$ cat config.mk
export PLATFORM = sky130hd
export DESIGN_NAME = i2c_master_write_pin_sequencer_core
export DESIGN_NICKNAME = d
export VERILOG_FILES = /design/src/rtl/i2cws_pkg.sv /design/src/rtl/i2cws_front.sv /design/src/rtl/i2cws_fifo.sv /design/src/rtl/i2cws_back.sv /design/src/rtl/i2c_master_write_pin_sequencer_core.sv
export SDC_FILE = /design/constraint.sdc
export NUM_CORES = 1
export LEC_CHECK = 0
export BUFFER_PORTS_ARGS = -buffer_cell sky130_fd_sc_hd__buf_2
export CAP_MARGIN = 20
export CORE_MARGIN = 3
export CORE_UTILIZATION = 44
export CTS_CLUSTER_DIAMETER = 150
export CTS_CLUSTER_SIZE = 10
export DETAILED_ROUTE_END_ITERATION = 7
export PLACE_DENSITY = 0.7
export RECOVER_POWER = 25
export SYNTH_ARGS = -nofsm -noshare
export SYNTH_HDL_FRONTEND = slang
export SYNTH_SLANG_ARGS = --single-unit
$ cat constraint.sdc
create_clock -name clk -period 3.6 [get_ports clk]
set_input_delay 0.36 -clock clk [delete_from_list [all_inputs] [get_ports clk]]
set_output_delay 0.36 -clock clk [all_outputs]
set_load 0.02 [all_outputs]
$ cat src/rtl/i2cws_pkg.sv
// ----------------------------------------------------------------------------
// i2cws_pkg
// shared command codes, job kinds and link structs for the i2c write
// pin sequencer
// ----------------------------------------------------------------------------
package i2cws_pkg;

    localparam logic [1:0] CMD_START  = 2'd0;
    localparam logic [1:0] CMD_SINGLE = 2'd1;
    localparam logic [1:0] CMD_STREAM = 2'd2;
    localparam logic [1:0] CMD_STOP   = 2'd3;

    localparam logic [2:0] JOB_START  = 3'd0;
    localparam logic [2:0] JOB_SINGLE = 3'd1;
    localparam logic [2:0] JOB_FLAT   = 3'd2;
    localparam logic [2:0] JOB_BITS   = 3'd3;
    localparam logic [2:0] JOB_STOP   = 3'd4;

    localparam logic [7:0] BYTE_ZERO = 8'h00;
    localparam logic [7:0] BYTE_ONES = 8'hff;

    localparam logic [2:0] LAST_BIT = 3'd7;

    typedef struct packed {
        logic [2:0] kind;
        logic [7:0] data;
    } job_t;

    typedef struct packed {
        logic full;
        logic empty;
    } q_status_t;

endpackage

$ cat src/rtl/i2cws_front.sv
// ----------------------------------------------------------------------------
// i2cws_front
// accepts commands and turns each into a classified job for the queue
// ----------------------------------------------------------------------------
module i2cws_front
    import i2cws_pkg::*;
(
    input  logic       s_tvalid,
    output logic       s_tready,
    input  logic [7:0] s_tdata,
    input  logic [1:0] s_tuser,
    input  logic [7:0] slave_address,
    input  q_status_t  q_status,
    output logic       push,
    output job_t       push_job
);

    logic flat_byte;

    assign flat_byte = (s_tdata == BYTE_ZERO) || (s_tdata == BYTE_ONES);
    assign s_tready  = !q_status.full;
    assign push      = s_tvalid && !q_status.full;

    always_comb
    begin
        push_job.data = s_tdata;
        unique case (s_tuser)
            CMD_START:
            begin
                push_job.kind = JOB_START;
                push_job.data = slave_address;
            end
            CMD_SINGLE: push_job.kind = JOB_SINGLE;
            CMD_STREAM: push_job.kind = flat_byte ? JOB_FLAT : JOB_BITS;
            CMD_STOP:   push_job.kind = JOB_STOP;
            default:    push_job.kind = JOB_STOP;
        endcase
    end

endmodule

$ cat src/rtl/i2cws_fifo.sv
// ----------------------------------------------------------------------------
// i2cws_fifo
// small job queue between the command front and the pin sequencer
// ----------------------------------------------------------------------------
module i2cws_fifo
    import i2cws_pkg::*;
#(
    parameter int DEPTH = 2
)
(
    input  logic      clk,
    input  logic      rst_n,
    input  logic      push,
    input  job_t      push_job,
    input  logic      pop,
    output job_t      pop_job,
    output q_status_t q_status
);

    localparam int PTR_W = (DEPTH > 1) ? $clog2(DEPTH) : 1;
    localparam int CNT_W = $clog2(DEPTH + 1);
    localparam logic [PTR_W-1:0] PTR_LAST = PTR_W'(DEPTH - 1);
    localparam logic [CNT_W-1:0] CNT_FULL = CNT_W'(DEPTH);

    job_t             mem [DEPTH];
    logic [PTR_W-1:0] wr_ptr_reg, wr_ptr_next;
    logic [PTR_W-1:0] rd_ptr_reg, rd_ptr_next;
    logic [CNT_W-1:0] count_reg, count_next;
    logic             do_push, do_pop;

    assign q_status.full  = (count_reg == CNT_FULL);
    assign q_status.empty = (count_reg == '0);
    assign do_push        = push && !q_status.full;
    assign do_pop         = pop && !q_status.empty;
    assign pop_job        = mem[rd_ptr_reg];

    always_comb
    begin
        wr_ptr_next = wr_ptr_reg;
        rd_ptr_next = rd_ptr_reg;
        count_next  = count_reg;
        if (do_push)
        begin
            wr_ptr_next = (wr_ptr_reg == PTR_LAST) ? '0 : wr_ptr_reg + 1'b1;
        end
        if (do_pop)
        begin
            rd_ptr_next = (rd_ptr_reg == PTR_LAST) ? '0 : rd_ptr_reg + 1'b1;
        end
        if (do_push && !do_pop)
        begin
            count_next = count_reg + 1'b1;
        end
        else if (do_pop && !do_push)
        begin
            count_next = count_reg - 1'b1;
        end
    end

    always_ff @(posedge clk)
    begin
        if (do_push)
        begin
            mem[wr_ptr_reg] <= push_job;
        end
    end

    always_ff @(posedge clk or negedge rst_n)
    begin
        if (!rst_n)
        begin
            wr_ptr_reg <= '0;
            rd_ptr_reg <= '0;
            count_reg  <= '0;
        end
        else
        begin
            wr_ptr_reg <= wr_ptr_next;
            rd_ptr_reg <= rd_ptr_next;
            count_reg  <= count_next;
        end
    end

endmodule

$ cat src/rtl/i2cws_back.sv
// ----------------------------------------------------------------------------
// i2cws_back
// pin sequencer: plays one job as a run of sda/scl writes, one per cycle
// unless m_axis is stalled, into an output register
// ----------------------------------------------------------------------------
module i2cws_back
    import i2cws_pkg::*;
(
    input  logic       clk,
    input  logic       rst_n,
    input  job_t       job,
    input  q_status_t  q_status,
    output logic       pop,
    output logic       m_tvalid,
    input  logic       m_tready,
    output logic [7:0] m_tdata,
    output logic       m_tlast
);

    localparam logic [2:0] S_IDLE = 3'd0;
    localparam logic [2:0] S_PRE  = 3'd1;
    localparam logic [2:0] S_BITS = 3'd2;
    localparam logic [2:0] S_FLAT = 3'd3;
    localparam logic [2:0] S_ACK  = 3'd4;
    localparam logic [2:0] S_STOP = 3'd5;

    logic [2:0] state_reg, state_next;
    logic [1:0] cnt_reg, cnt_next;
    logic [2:0] bcnt_reg, bcnt_next;
    logic [7:0] sh_reg, sh_next;
    logic       lb_reg, lb_next;
    logic       single_reg, single_next;
    logic       scl_now_reg, scl_now_next;
    logic       driving_reg, driving_next;
    logic       ovalid_reg, ovalid_next;
    logic       osda_reg, oscl_reg, odrv_reg, olast_reg;

    logic emit, done, load;
    logic w_sda, w_scl, w_drv, w_last;

    assign emit = (state_reg != S_IDLE) && (!ovalid_reg || m_tready);

    // pin levels of the write made this cycle
    always_comb
    begin
        w_sda  = sh_reg[7];
        w_scl  = 1'b0;
        w_drv  = driving_reg;
        w_last = 1'b0;
        unique case (state_reg)
            S_PRE:
            begin
                w_sda = (cnt_reg == 2'd0);
                w_scl = (cnt_reg != 2'd2);
                w_drv = 1'b1;
            end
            S_BITS: w_scl = (cnt_reg == 2'd1);
            S_FLAT: w_scl = (cnt_reg == 2'd1);
            S_ACK:
            begin
                w_sda  = (cnt_reg == 2'd2) && single_reg && lb_reg;
                w_scl  = (cnt_reg == 2'd1);
                w_last = (cnt_reg == 2'd2);
            end
            S_STOP:
            begin
                w_sda  = cnt_reg[1];
                w_scl  = (cnt_reg == 2'd0) ? scl_now_reg : 1'b1;
                w_drv  = (cnt_reg == 2'd3) ? 1'b0 : driving_reg;
                w_last = (cnt_reg == 2'd3);
            end
            default:
            begin
                w_sda = sh_reg[7];
            end
        endcase
    end

    assign done = emit && w_last;
    assign load = ((state_reg == S_IDLE) || done) && !q_status.empty;
    assign pop  = load;

    always_comb
    begin
        state_next   = state_reg;
        cnt_next     = cnt_reg;
        bcnt_next    = bcnt_reg;
        sh_next      = sh_reg;
        lb_next      = lb_reg;
        single_next  = single_reg;
        scl_now_next = scl_now_reg;
        driving_next = driving_reg;
        ovalid_next  = ovalid_reg && !m_tready;

        if (emit)
        begin
            ovalid_next  = 1'b1;
            scl_now_next = w_scl;
            driving_next = w_drv;
            unique case (state_reg)
                S_PRE:
                begin
                    if (cnt_reg == 2'd2)
                    begin
                        state_next = S_BITS;
                        cnt_next   = 2'd0;
                    end
                    else
                    begin
                        cnt_next = cnt_reg + 2'd1;
                    end
                end
                S_BITS:
                begin
                    if (cnt_reg == 2'd2)
                    begin
                        cnt_next  = 2'd0;
                        sh_next   = {sh_reg[6:0], 1'b0};
                        bcnt_next = bcnt_reg + 3'd1;
                        if (bcnt_reg == LAST_BIT)
                        begin
                            lb_next    = sh_reg[7];
                            state_next = S_ACK;
                        end
                    end
                    else
                    begin
                        cnt_next = cnt_reg + 2'd1;
                    end
                end
                S_FLAT:
                begin
                    if (cnt_reg == 2'd2)
                    begin
                        bcnt_next = bcnt_reg + 3'd1;
                        if (bcnt_reg == LAST_BIT)
                        begin
                            cnt_next   = 2'd0;
                            state_next = S_ACK;
                        end
                        else
                        begin
                            cnt_next = 2'd1;
                        end
                    end
                    else
                    begin
                        cnt_next = cnt_reg + 2'd1;
                    end
                end
                S_ACK, S_STOP:
                begin
                    cnt_next = cnt_reg + 2'd1;
                end
                default:
                begin
                    cnt_next = cnt_reg;
                end
            endcase
            if (done)
            begin
                state_next = S_IDLE;
            end
        end

        if (load)
        begin
            cnt_next    = 2'd0;
            bcnt_next   = 3'd0;
            sh_next     = job.data;
            single_next = (job.kind == JOB_START) || (job.kind == JOB_SINGLE);
            unique case (job.kind)
                JOB_START:  state_next = S_PRE;
                JOB_SINGLE: state_next = S_BITS;
                JOB_FLAT:   state_next = S_FLAT;
                JOB_BITS:   state_next = S_BITS;
                default:    state_next = S_STOP;
            endcase
        end
    end

    always_ff @(posedge clk or negedge rst_n)
    begin
        if (!rst_n)
        begin
            state_reg   <= S_IDLE;
            cnt_reg     <= 2'd0;
            bcnt_reg    <= 3'd0;
            single_reg  <= 1'b0;
            lb_reg      <= 1'b0;
            scl_now_reg <= 1'b1;
            driving_reg <= 1'b0;
            ovalid_reg  <= 1'b0;
        end
        else
        begin
            state_reg   <= state_next;
            cnt_reg     <= cnt_next;
            bcnt_reg    <= bcnt_next;
            single_reg  <= single_next;
            lb_reg      <= lb_next;
            scl_now_reg <= scl_now_next;
            driving_reg <= driving_next;
            ovalid_reg  <= ovalid_next;
        end
    end

    always_ff @(posedge clk)
    begin
        sh_reg <= sh_next;
        if (emit)
        begin
            osda_reg  <= w_sda;
            oscl_reg  <= w_scl;
            odrv_reg  <= w_drv;
            olast_reg <= w_last;
        end
    end

    assign m_tvalid = ovalid_reg;
    assign m_tdata  = {5'd0, odrv_reg, oscl_reg, osda_reg};
    assign m_tlast  = olast_reg;

endmodule

$ cat src/rtl/i2c_master_write_pin_sequencer_core.sv
// ----------------------------------------------------------------------------
// i2c_master_write_pin_sequencer_core
// write-only i2c master that expands commands into sda/scl pin writes
//
//   channel   direction  payload
//   s_axis    in         tuser: cmd, tdata: data_byte
//   m_axis    out        tdata: sda_level, scl_level, lines_driven; tlast
//   apb       in         slave_address at byte address 0
//
// one pin write leaves the sequencer per cycle while m_axis is not stalled; a
// stream byte of 0x00 or 0xff takes a shorter flat path than other bytes. a
// command queued before the previous one finishes is loaded with that one's
// last write, else it passes through the queue registers and the state
// register before its first write. reset is immediate, with no clearing pass.
// a stalled m_axis holds the sequencer while the queue keeps taking commands until full.
// ----------------------------------------------------------------------------
module i2c_master_write_pin_sequencer_core
    import i2cws_pkg::*;
#(
    parameter int QUEUE_DEPTH = 2
)
(
    input  logic        clk,
    input  logic        rst_n,
    input  logic        s_tvalid,
    output logic        s_tready,
    input  logic [7:0]  s_tdata,   // [7:0] data_byte
    input  logic [1:0]  s_tuser,   // [1:0] cmd
    output logic        m_tvalid,
    input  logic        m_tready,
    output logic [7:0]  m_tdata,   // [0] sda_level, [1] scl_level, [2] lines_driven
    output logic        m_tlast,
    input  logic        psel,
    input  logic        penable,
    input  logic        pwrite,
    input  logic [2:0]  paddr,
    input  logic [31:0] pwdata,
    output logic [31:0] prdata,
    output logic        pready
);

    logic [7:0] slave_address_reg;
    logic       cfg_write;
    q_status_t  q_status;
    logic       push, pop;
    job_t       push_job, pop_job;

    assign pready    = 1'b1;
    assign cfg_write = psel && penable && pwrite && pready && !paddr[2];
    assign prdata    = paddr[2] ? 32'd0 : {24'd0, slave_address_reg};

    always_ff @(posedge clk or negedge rst_n)
    begin
        if (!rst_n)
        begin
            slave_address_reg <= 8'd0;
        end
        else if (cfg_write)
        begin
            slave_address_reg <= pwdata[7:0];
        end
    end

    i2cws_front u_front (
        .s_tvalid      (s_tvalid),
        .s_tready      (s_tready),
        .s_tdata       (s_tdata),
        .s_tuser       (s_tuser),
        .slave_address (slave_address_reg),
        .q_status      (q_status),
        .push          (push),
        .push_job      (push_job)
    );

    i2cws_fifo #(
        .DEPTH (QUEUE_DEPTH)
    ) u_fifo (
        .clk      (clk),
        .rst_n    (rst_n),
        .push     (push),
        .push_job (push_job),
        .pop      (pop),
        .pop_job  (pop_job),
        .q_status (q_status)
    );

    i2cws_back u_back (
        .clk      (clk),
        .rst_n    (rst_n),
        .job      (pop_job),
        .q_status (q_status),
        .pop      (pop),
        .m_tvalid (m_tvalid),
        .m_tready (m_tready),
        .m_tdata  (m_tdata),
        .m_tlast  (m_tlast)
    );

    // the last write of a command is either a clock-low write or the stop release
    assert property (@(posedge clk) disable iff (!rst_n)
        m_tvalid && m_tlast |-> !m_tdata[1] || (m_tdata[0] && !m_tdata[2]))
        else $error("final write has clock high without stop release");

    assert property (@(posedge clk) disable iff (!rst_n)
        !(q_status.full && q_status.empty))
        else $error("queue full and empty at once");

    assert property (@(posedge clk) disable iff (!rst_n)
        pop |-> !q_status.empty)
        else $error("job taken from empty queue");

endmodule
==> Implementation_results.wiki, run 1 <==
{| class="wikitable"
! Metric !! Value
|-
| Highest Clock Rate || 374.3 MHz
|-
| Share of final-layout standard cells stronger than drive strength 1 || 0.2739
|-
| Shortest period the worst path allows || approximately 2.7 ns
|-
| RSZ-0062 raised after global routing || false
|-
| Most common library cell in the layout ignoring fill and taps || sky130_fd_sc_hd__buf_2
|-
| Floorplan core area || 6869 um^2
|-
| Max capacitance violation total || 0
|-
| Worst vdd ir || 0.0002711 V
|-
| Pin count of the biggest net entering global routing || 26
|-
| Die Outline Area || 8188 um^2
|-
| Clock tree from TritonCTS || yes
|-
| Worst EP required || 3.65 ns
|-
| Most frequent cells in the layout || sky130_fd_sc_hd__buf_2 (36), sky130_fd_sc_hd__edfxtp_1 (34), sky130_fd_sc_hd__conb_1 (30)
|-
| Clk buf depth || 2
|-
| Clock-pin slew on the worst setup and hold paths || 0.08 ns
|-
| Prevailing post-synth register cell || sky130_fd_sc_hd__edfxtp_1
|-
| DIE WIDTH || 90.49 um
|-
| Worst Path Class, Setup || flop to flop
|-
| Critical-path cell with the highest stage delay || sky130_fd_sc_hd__o31a_2
|-
| Number of flip-flops and latches in the synthesized netlist || 59
|-
| Crit Path Max Fanout || 12
|-
| Flip-flop count of the largest register after layout || 22
|-
| Wire length after detailed routing || between 5 and 6 mm
|-
| Startpoint Class || flop
|-
| Part of the total power dissipated in the clock network || 0.351
|-
| Clock buffers created by TritonCTS || 9
|-
| Worst rel slew slack || 0.04480
|-
| Number of antenna violations at the first check in global routing || 0
|-
| Net Sw Frac || 0.2930
|-
| Sequential-to-total area share from yosys stat || 0.5247
|-
| Hold Violations, Final || 0
|-
| Overall overflow remaining after global route || 0
|-
| Vias per Instance || slightly below 5
|-
| Global-route wire length before repair || 9.204 mm
|-
| Proportion of power drawn by combinational gates || 0.158
|-
| Final Setup Violations || 0
|-
| Cell area after synthesis || 3141 um^2
|-
| Number of fill cells || 623
|-
| Number of global-route vias before repair || between 1500 and 2000
|-
| Final period utilization || 0.7422
|-
| Initial standard-cell utilization of the core || 0.4572
|-
| Run status || finished, final reports clean
|-
| Worst Tran Pin Value || 1.433 ns
|-
| Count of inserted antenna diode cells || 0
|-
| DRC violation count after routing || 0
|-
| IO buf count || 39
|-
| Family with the most delay on the worst path || compound AO/OA/AOI/OAI gates
|-
| Insertion delay to the later sink of the worst-skew pair || 0.34 ns
|-
| Syn Inst Count || 260
|-
| Number of flops mapped to enable cells by yosys || 34
|-
| Routed length per placed instance || roughly 14 um
|-
| Final sum of negative setup slack || 0 ns
|-
| Fraction of synthesis flops using an asynchronous set or reset pin || 0.4237
|-
| Fin nets || 359
|-
| Warning count from the yosys run || 0
|-
| Total Power || 1785 uW
|-
| Number of library cell types mapped by synthesis || 53
|-
| Number of gates resized after cts || 0
|-
| Area Growth Syn to Fin || 10.48%
|-
| Placed Cells || 382
|-
| RD Place Congestion || 0.8389
|-
| Total number of clock tree sinks || about 60
|-
| Worst hold slack || 0.2416 ns
|-
| Vertical extent of the die || 90.49 um
|-
| Clk Tree Root Cell || sky130_fd_sc_hd__clkbuf_8
|-
| Total iterations of the first detailed-routing run || 4
|-
| Average size of a mapped cell || 12.08 um^2
|-
| Total via count after detailed routing || 1955
|-
| Data arrival, critical path || 2.72 ns
|-
| Pwr Density || 514.5 nW/um^2
|-
| Final core utilization || 0.5051
|-
| CTS H-tree lvls || 3
|-
| Final setup skew || between 0.008 and 0.009 ns
|-
| Worst setup EP type || flop
|-
| Number of buffers inserted by hold repair at cts || 0
|-
| Tightest Hold Check Type || primary input to flop
|-
| Bufs and invs on worst path || 3
|-
| Remaining number of nets flagged by the antenna check after routing || 0
|-
| Slowest cell delay on critical path || between 0.4 and 0.5 ns
|-
| # Post-CTS Setup Buffers || 0
|-
| Fin cells || 399
|-
| Number of max-slew violations in the final report || 0
|-
| Cell row count || 30
|-
| GRT Resource Usage Total || 0.1406
|-
| Sw Pwr || between 500 and 600 uW
|-
| Part of the power in registers || 0.492
|-
| Internal power consumption || 1262 uW
|-
| Worst-path cell chain || inv_1 -> ha_1 -> mux2i_1 -> o31a_2 -> nor2_8 -> inv_2 -> o21ai_0 -> clkbuf_4
|-
| Count of pins on the block boundary || 96
|-
| Half-perimeter wire length after detailed placement || approximately 3.9 mm
|-
| Leakage power || around 0.0015 uW
|-
| Drt initial violations || roughly 100
|}
## cells by family after synthesis
kind of cell,after synthesis,synth area share
other,2,0.002391
flip-flops,59,0.5247
multiplexers,34,0.1171
AO/OA/AOI/OAI,45,0.09721
buffers and inverters,50,0.1072
XOR/XNOR,6,0.01913
AND/OR/NAND/NOR,55,0.09641
adder cells (fa/ha/maj),9,0.03586
## per-stage QoR
| stage | setup WS [ns] | cell area (um^2) |
|---|---|---|
| floorplan | 1.327 | 3246 |
| global placement | 0.9370 | 3258 |
| detailed placement | 0.8629 | 3258 |
| CTS | 0.8251 | 3466 |
| global route | 0.7549 | 3470 |
| finish | 0.9280 | 3470 |
## final timing paths
| path | start | to | slack, ns | cells past startpoint |
|---|---|---|---|---|
| min in group asynchronous | rst_n | u_back.m_tvalid$_DFF_PN0_ | 0.34 | 1 |
| max in group asynchronous | rst_n | u_back.single_reg$_DFFE_PN0P_ | 2.42 | 1 |
| worst max-delay path | u_back.cnt_reg[0]$_DFFE_PN0P_ | u_back.sh_reg[2]$_DFFE_PP_ | 0.93 | 8 |
| worst min-delay path | pwdata[0] | slave_address_reg[0]$_DFFE_PN0P_ | 0.24 | 2 |
| worst min register to register | u_fifo.wr_ptr_reg$_DFFE_PN0P_ | u_fifo.wr_ptr_reg$_DFFE_PN0P_ | 0.50 | 1 |
| worst max register to register | u_back.cnt_reg[0]$_DFFE_PN0P_ | u_back.sh_reg[2]$_DFFE_PP_ | 0.93 | 8 |
## power by group through the flow
| stage | Clock, uW | Combinational (uW) | Sequential, uW |
|---|---|---|---|
| 2_1_floorplan | 0 | 241 | 877 |
| 3_3_place_gp | 0 | 280 | 889 |
| 6_report | 626 | 281 | 878 |
| 3_5_place_dp | 0 | 284 | 892 |
| 4_1_cts | 636 | 288 | 879 |
| 5_1_grt | 671 | 316 | 891 |
## worst register-to-register path, stage by stage, from the launching register on
cell and delay [ns]:
sky130_fd_sc_hd__dfrtp_1 0.46, sky130_fd_sc_hd__inv_1 0.18, sky130_fd_sc_hd__ha_1 0.31, sky130_fd_sc_hd__mux2i_1 0.18
sky130_fd_sc_hd__o31a_2 0.48, sky130_fd_sc_hd__nor2_8 0.18, sky130_fd_sc_hd__inv_2 0.14, sky130_fd_sc_hd__o21ai_0 0.17
sky130_fd_sc_hd__clkbuf_4 0.27
## cell type report
class / instances / area [um^2] / share of cell area
inverters: 9 / 33.78 / 0.009737
flip-flops and latches: 59 / 1648 / 0.4749
well taps: 96 / 120.1 / 0.03462
multi-input cells: 179 / 1261 / 0.3635
clock inverters: 7 / 83.83 / 0.02416
clock buffers: 9 / 123.9 / 0.03570
repair buffers: 40 / 198.9 / 0.05734
## metal layers
layer,routed length (um),part of all wire,track usage,vias to the layer above
li1,-,-,-,948
met1,2272,0.42,0.1621,925
met2,2642,0.49,0.2322,73
met3,421,0.078,0.06000,9
met4,66,0.012,0.05230,0
met5,0,0,0,-
## synthesized netlist by cell type (2+ instances only)
library cell,instances,share of area
sky130_fd_sc_hd__nor3b_1,2,0.0048
sky130_fd_sc_hd__buf_6,3,0.011
sky130_fd_sc_hd__o211ai_1,2,0.0048
sky130_fd_sc_hd__nor2b_1,12,0.024
sky130_fd_sc_hd__buf_4,33,0.079
sky130_fd_sc_hd__nor2_1,13,0.016
sky130_fd_sc_hd__xnor2_1,2,0.0056
sky130_fd_sc_hd__o22ai_1,3,0.0060
sky130_fd_sc_hd__nand2b_1,4,0.0080
sky130_fd_sc_hd__nor4_1,2,0.0040
sky130_fd_sc_hd__mux2_2,21,0.075
sky130_fd_sc_hd__or3_1,2,0.0040
sky130_fd_sc_hd__o21ai_1,6,0.0096
sky130_fd_sc_hd__conb_1,2,0.0024
sky130_fd_sc_hd__clkbuf_1,2,0.0024
sky130_fd_sc_hd__inv_1,8,0.0096
sky130_fd_sc_hd__nand4_1,2,0.0040
sky130_fd_sc_hd__nand3_1,3,0.0048
sky130_fd_sc_hd__nand2_1,9,0.011
sky130_fd_sc_hd__edfxtp_1,34,0.33
sky130_fd_sc_hd__xor2_1,3,0.0084
sky130_fd_sc_hd__dfrtp_1,24,0.19
sky130_fd_sc_hd__ha_1,9,0.036
sky130_fd_sc_hd__mux2i_1,12,0.038
sky130_fd_sc_hd__o21ai_0,17,0.027
sky130_fd_sc_hd__a211oi_1,2,0.0048
sky130_fd_sc_hd__buf_2,2,0.0032
Note: power is estimated with default switching activity, not from simulation.
==> run 2: changes to the inputs <==
ABC_AREA = 1   (was not set)
clock period = 2.8 ns   (was 3.6 ns; I/O delays follow)
==> run 2 against run 1 <==
Net effect:
- flip-flop and latch count unchanged
- cell count up 22%
- critical endpoint is now u_fifo.count_reg[1]$_DFFE_PN0P_
- count of clock-buffer cells in the layout did not move
- total power rose by 100%
- critical path depth is 2 higher
- clock skew about the same
- setup slack worse by 0.41 ns
- worst hold slack got worse by 0.059 ns
- synthesized area increased by 1.8%
- routed wire length shrank 3.2%
- synthesized cell count rose by 32%
==> Implementation_results.wiki, run 2 <==
{| class="wikitable"
! Metric !! Value
|-
| Run status || finished, final reports clean (unchanged)
|-
| Clock tree from TritonCTS || yes (unchanged)
|-
| Number of flops mapped to enable cells by yosys || 34 (unchanged)
|-
| Most repeated cell in the gate-level netlist after synthesis || sky130_fd_sc_hd__nand2_1 (was sky130_fd_sc_hd__edfxtp_1)
|-
| Cell row count || 30 (unchanged)
|-
| Shortest period the worst path allows || 2.282 ns (was 2.672 ns)
|-
| R2R depth || 10 (was 8)
|-
| Crit Path Max Fanout || 24 (was 12)
|-
| Worst Tran Pin Value || 1.406 ns (was 1.433 ns)
|-
| CTS H-tree lvls || 3 (unchanged)
|-
| Worst Path Class, Setup || flop to flop (unchanged)
|-
| Half-perimeter wire length after detailed placement || 3.870 mm (was 3.950 mm)
|-
| Cell count of the worst hold path || 3 (was 2)
|-
| Cell area after synthesis || 3197 um^2 (was 3141 um^2)
|-
| Number of flip-flops and latches in the synthesized netlist || 59 (unchanged)
|-
| Synth cell count leaders || sky130_fd_sc_hd__nand2_1 (72), sky130_fd_sc_hd__inv_1 (46), sky130_fd_sc_hd__buf_4 (34), sky130_fd_sc_hd__edfxtp_1 (34), sky130_fd_sc_hd__nor2_1 (34) (was sky130_fd_sc_hd__edfxtp_1 (34), sky130_fd_sc_hd__buf_4 (33), sky130_fd_sc_hd__dfrtp_1 (24), sky130_fd_sc_hd__mux2_2 (21), sky130_fd_sc_hd__o21ai_0 (17))
|-
| R2R Path Start || u_back.state_reg[2]$_DFFE_PN0P_ (was u_back.cnt_reg[0]$_DFFE_PN0P_)
|-
| Fin nets || 447 (was 359)
|-
| Placed Cells || 469 (was 382)
|-
| Remaining number of nets flagged by the antenna check after routing || 0 (unchanged)
|-
| Die Outline Area || 8324 um^2 (was 8188 um^2)
|-
| Highest Clock Rate || 438.2 MHz (was 374.3 MHz)
|-
| Total via count after detailed routing || 2184 (was 1955)
|-
| Startpoint Class || flop (unchanged)
|-
| Critical-path cell with the highest stage delay || sky130_fd_sc_hd__dfrtp_1 (was sky130_fd_sc_hd__o31a_2)
|-
| Global-route wire length before repair || 9.073 mm (was 9.204 mm)
|-
| Warning count from the yosys run || 0 (unchanged)
|-
| Worst hold slack || 0.1829 ns (was 0.2416 ns)
|-
| Insertion delay to the later sink of the worst-skew pair || 0.34 ns (about the same)
|-
| Count of inserted antenna diode cells || 0 (unchanged)
|-
| Startpoint of the most critical hold path || pwdata[4] (was pwdata[0])
|-
| Routed length per placed instance || 10.74 um (was 13.54 um)
|-
| Pre-CTS WS || 0.3317 ns (was 0.8629 ns)
|-
| Worst reg2reg setup slack || 0.52 ns (was 0.93 ns)
|-
| Area Growth Syn to Fin || 11.43% (was 10.48%)
|-
| Most common library cell in the layout ignoring fill and taps || sky130_fd_sc_hd__nand2_1 (was sky130_fd_sc_hd__buf_2)
|-
| Cell type with the largest total area after synthesis || sky130_fd_sc_hd__edfxtp_1 (unchanged)
|-
| Sequential-to-total area share from yosys stat || 0.5155 (was 0.5247)
|-
| Slowest cell delay on critical path || 0.49 ns (was 0.48 ns)
|-
| Bufs and invs on worst path || 2 (was 3)
|-
| Number of global-route vias before repair || 2129 (was 1994)
|-
| RD Place Congestion || 0.8448 (was 0.8389)
|-
| Total number of clock tree sinks || 59 (unchanged)
|-
| Overall overflow remaining after global route || 0 (unchanged)
|-
| Tightest Hold Check Type || primary input to flop (unchanged)
|-
| DIE WIDTH || 91.24 um (was 90.49 um)
|-
| Synth top area cells || sky130_fd_sc_hd__edfxtp_1 (32%), sky130_fd_sc_hd__dfrtp_1 (19%), sky130_fd_sc_hd__nand2_1 (8.5%), sky130_fd_sc_hd__buf_4 (8.0%), sky130_fd_sc_hd__inv_1 (5.4%) (was sky130_fd_sc_hd__edfxtp_1 (33%), sky130_fd_sc_hd__dfrtp_1 (19%), sky130_fd_sc_hd__buf_4 (7.9%), sky130_fd_sc_hd__mux2_2 (7.5%), sky130_fd_sc_hd__mux2i_1 (3.8%))
|-
| Flip-flop count of the largest register after layout || 22 (unchanged)
|-
| Top cell type's share of synthesized area || 0.3194 (was 0.3251)
|-
| Capturing point of the worst reg2reg path || u_fifo.count_reg[1]$_DFFE_PN0P_ (was u_back.sh_reg[2]$_DFFE_PP_)
|-
| Worst setup slack after layout || 0.5178 ns (was 0.9280 ns)
|-
| Pin count of the biggest net entering global routing || 26 (unchanged)
|-
| Final sum of negative setup slack || 0 ns (unchanged)
|-
| Average size of a mapped cell || 9.293 um^2 (was 12.08 um^2)
|-
| Clk Tree Root Cell || sky130_fd_sc_hd__clkbuf_8 (unchanged)
|-
| RSZ-0062 raised after global routing || false (unchanged)
|-
| Worst hold path endpoint || slave_address_reg[4]$_DFFE_PN0P_ (was slave_address_reg[0]$_DFFE_PN0P_)
|-
| Clk buf depth || 2 (unchanged)
|-
| Total Power || 3651 uW (was 1785 uW)
|-
| Number of antenna violations at the first check in global routing || 0 (unchanged)
|-
| Worst rel slew slack || 0.06272 (was 0.04480)
|-
| Total iterations of the first detailed-routing run || 4 (unchanged)
|-
| Vias per Instance || 4.485 (was 4.900)
|-
| Most frequent cells in the layout || sky130_fd_sc_hd__nand2_1 (72), sky130_fd_sc_hd__inv_1 (46), sky130_fd_sc_hd__nor2_1 (34), sky130_fd_sc_hd__buf_2 (34), sky130_fd_sc_hd__edfxtp_1 (34) (was sky130_fd_sc_hd__buf_2 (36), sky130_fd_sc_hd__edfxtp_1 (34), sky130_fd_sc_hd__conb_1 (30))
|-
| Final period utilization || 0.8151 (was 0.7422)
|-
| Fraction of synthesis flops using an asynchronous set or reset pin || 0.4237 (unchanged)
|-
| Wire length after detailed routing || 5.228 mm (was 5.403 mm)
|-
| Leakage power || 0.001743 uW (was 0.001502 uW)
|-
| Worst vdd ir || 0.0004207 V (was 0.0002711 V)
|-
| Initial standard-cell utilization of the core || 0.4629 (was 0.4572)
|-
| Number of library cell types mapped by synthesis || 32 (was 53)
|-
| Final Setup Violations || 0 (unchanged)
|-
| GRT Resource Usage Total || 0.1374 (was 0.1406)
|-
| Worst-path cell chain || inv_1 -> a21oi_4 -> buf_4 -> nand2_2 -> nand2_2 -> nand2_4 -> ha_1 -> a21oi_1 -> o21ai_0 -> xnor2_1 (was inv_1 -> ha_1 -> mux2i_1 -> o31a_2 -> nor2_8 -> inv_2 -> o21ai_0 -> clkbuf_4)
|-
| Cell type with the highest occurrence count on the critical path || sky130_fd_sc_hd__nand2_2
|-
| Pwr Density || 1025 nW/um^2 (was 514.5 nW/um^2)
|-
| Syn Inst Count || 344 (was 260)
|-
| Floorplan core area || 6907 um^2 (was 6869 um^2)
|-
| Data arrival, critical path || 2.50 ns (was 2.72 ns)
|-
| Fin cells || 487 (was 399)
|-
| Prevailing post-synth register cell || sky130_fd_sc_hd__edfxtp_1 (unchanged)
|-
| Count of pins on the block boundary || 96 (unchanged)
|-
| Drt initial violations || 73 (was 102)
|-
| Hold Violations, Final || 0 (unchanged)
|-
| Clock-pin slew on the worst setup and hold paths || 0.08 ns (about the same)
|-
| Family with the most delay on the worst path || flip-flops (was compound AO/OA/AOI/OAI gates)
|-
| Number of gates resized after cts || 0 (unchanged)
|-
| IO buf count || 39 (unchanged)
|-
| Number of max-slew violations in the final report || 0 (unchanged)
|-
| Vertical extent of the die || 91.24 um (was 90.49 um)
|-
| Max capacitance violation total || 0 (unchanged)
|-
| Final setup skew || 0.008626 ns (was 0.008131 ns)
|-
| Clock buffers created by TritonCTS || 9 (unchanged)
|-
| Share of final-layout standard cells stronger than drive strength 1 || 0.1841 (was 0.2739)
|-
| Worst EP required || 3.02 ns (was 3.65 ns)
|-
| Worst setup EP type || flop (unchanged)
|-
| DRC violation count after routing || 0 (unchanged)
|}
run 2: worst max-delay path by stage:
stage,startpoint,endpoint,slack (ns),cells after the start
after global routing,u_back.state_reg[2]$_DFFE_PN0P_,u_fifo.count_reg[1]$_DFFE_PN0P_,0.33,10
after global placement,u_back.state_reg[2]$_DFFE_PN0P_,u_back.sh_reg[2]$_DFFE_PP_,0.36,5
after detailed placement,u_back.state_reg[2]$_DFFE_PN0P_,u_back.sh_reg[1]$_DFFE_PP_,0.33,5
after floorplan,u_back.cnt_reg[0]$_DFFE_PN0P_,u_back.sh_reg[0]$_SDFFCE_PN0P_,0.75,6
after CTS,u_back.state_reg[2]$_DFFE_PN0P_,u_back.sh_reg[1]$_DFFE_PP_,0.32,5
final,u_back.state_reg[2]$_DFFE_PN0P_,u_fifo.count_reg[1]$_DFFE_PN0P_,0.52,10
run 2: logic make-up (layout without fill, tap and decap cells):
| family | Yosys count | after routing | synth area share |
|---|---|---|---|
| compound gates | 45 | 45 | 0.08807 |
| simple gates | 131 | 131 | 0.1738 |
| buf+inv | 87 | 106 | 0.1523 |
| fa+ha+maj | 9 | 9 | 0.03523 |
| xor+xnor | 4 | 4 | 0.01096 |
| mux | 7 | 7 | 0.02192 |
| other cells | 2 | 30 | 0.002349 |
| flops | 59 | 59 | 0.5155 |
run 2: power breakdown:
| group | switching (uW) | internal (uW) |
|---|---|---|
| Sequential | 181 | 1290 |
| Combinational | 854 | 461 |
| Clock | 364 | 506 |
run 2: routing by layer:
layer | wire (um) | GRT usage | vias up
li1 | - | - | 1131
met1 | 2302 | 0.1566 | 979
met2 | 2506 | 0.2324 | 67
met3 | 328 | 0.04557 | 7
met4 | 91 | 0.06407 | 0
met5 | 0 | 0 | -
run 2: final cells by class:
type | instances | area (um^2)
Sequential cell | 59 | 1648
Tap cell | 96 | 120.1
Clock inverter | 7 | 101.3
Timing Repair Buffer | 44 | 229.0
Clock buffer | 9 | 123.9
Fill cell | 663 | 3344
Multi-Input combinational cell | 226 | 1167
Inverter | 46 | 172.7
run 2: tightest hold or removal path, cell delays in order:
cell                      delay, ns
sky130_fd_sc_hd__buf_2         0.08
sky130_fd_sc_hd__nor2_1        0.03
sky130_fd_sc_hd__a21oi_1       0.10
run 2: per-stage QoR:
step           cell area [um^2]    util
2_1_floorplan              3302       -
3_3_place_gp               3326  0.4815
3_5_place_dp               3326  0.4815
4_1_cts                    3561  0.5156
5_1_grt                    3562  0.5158
6_report                   3562  0.5158
run 2: repair_timing:
action,in CTS,in global routing
buffers inserted,0,0
hold endpoints to repair,24,0
hold buffers,1,0
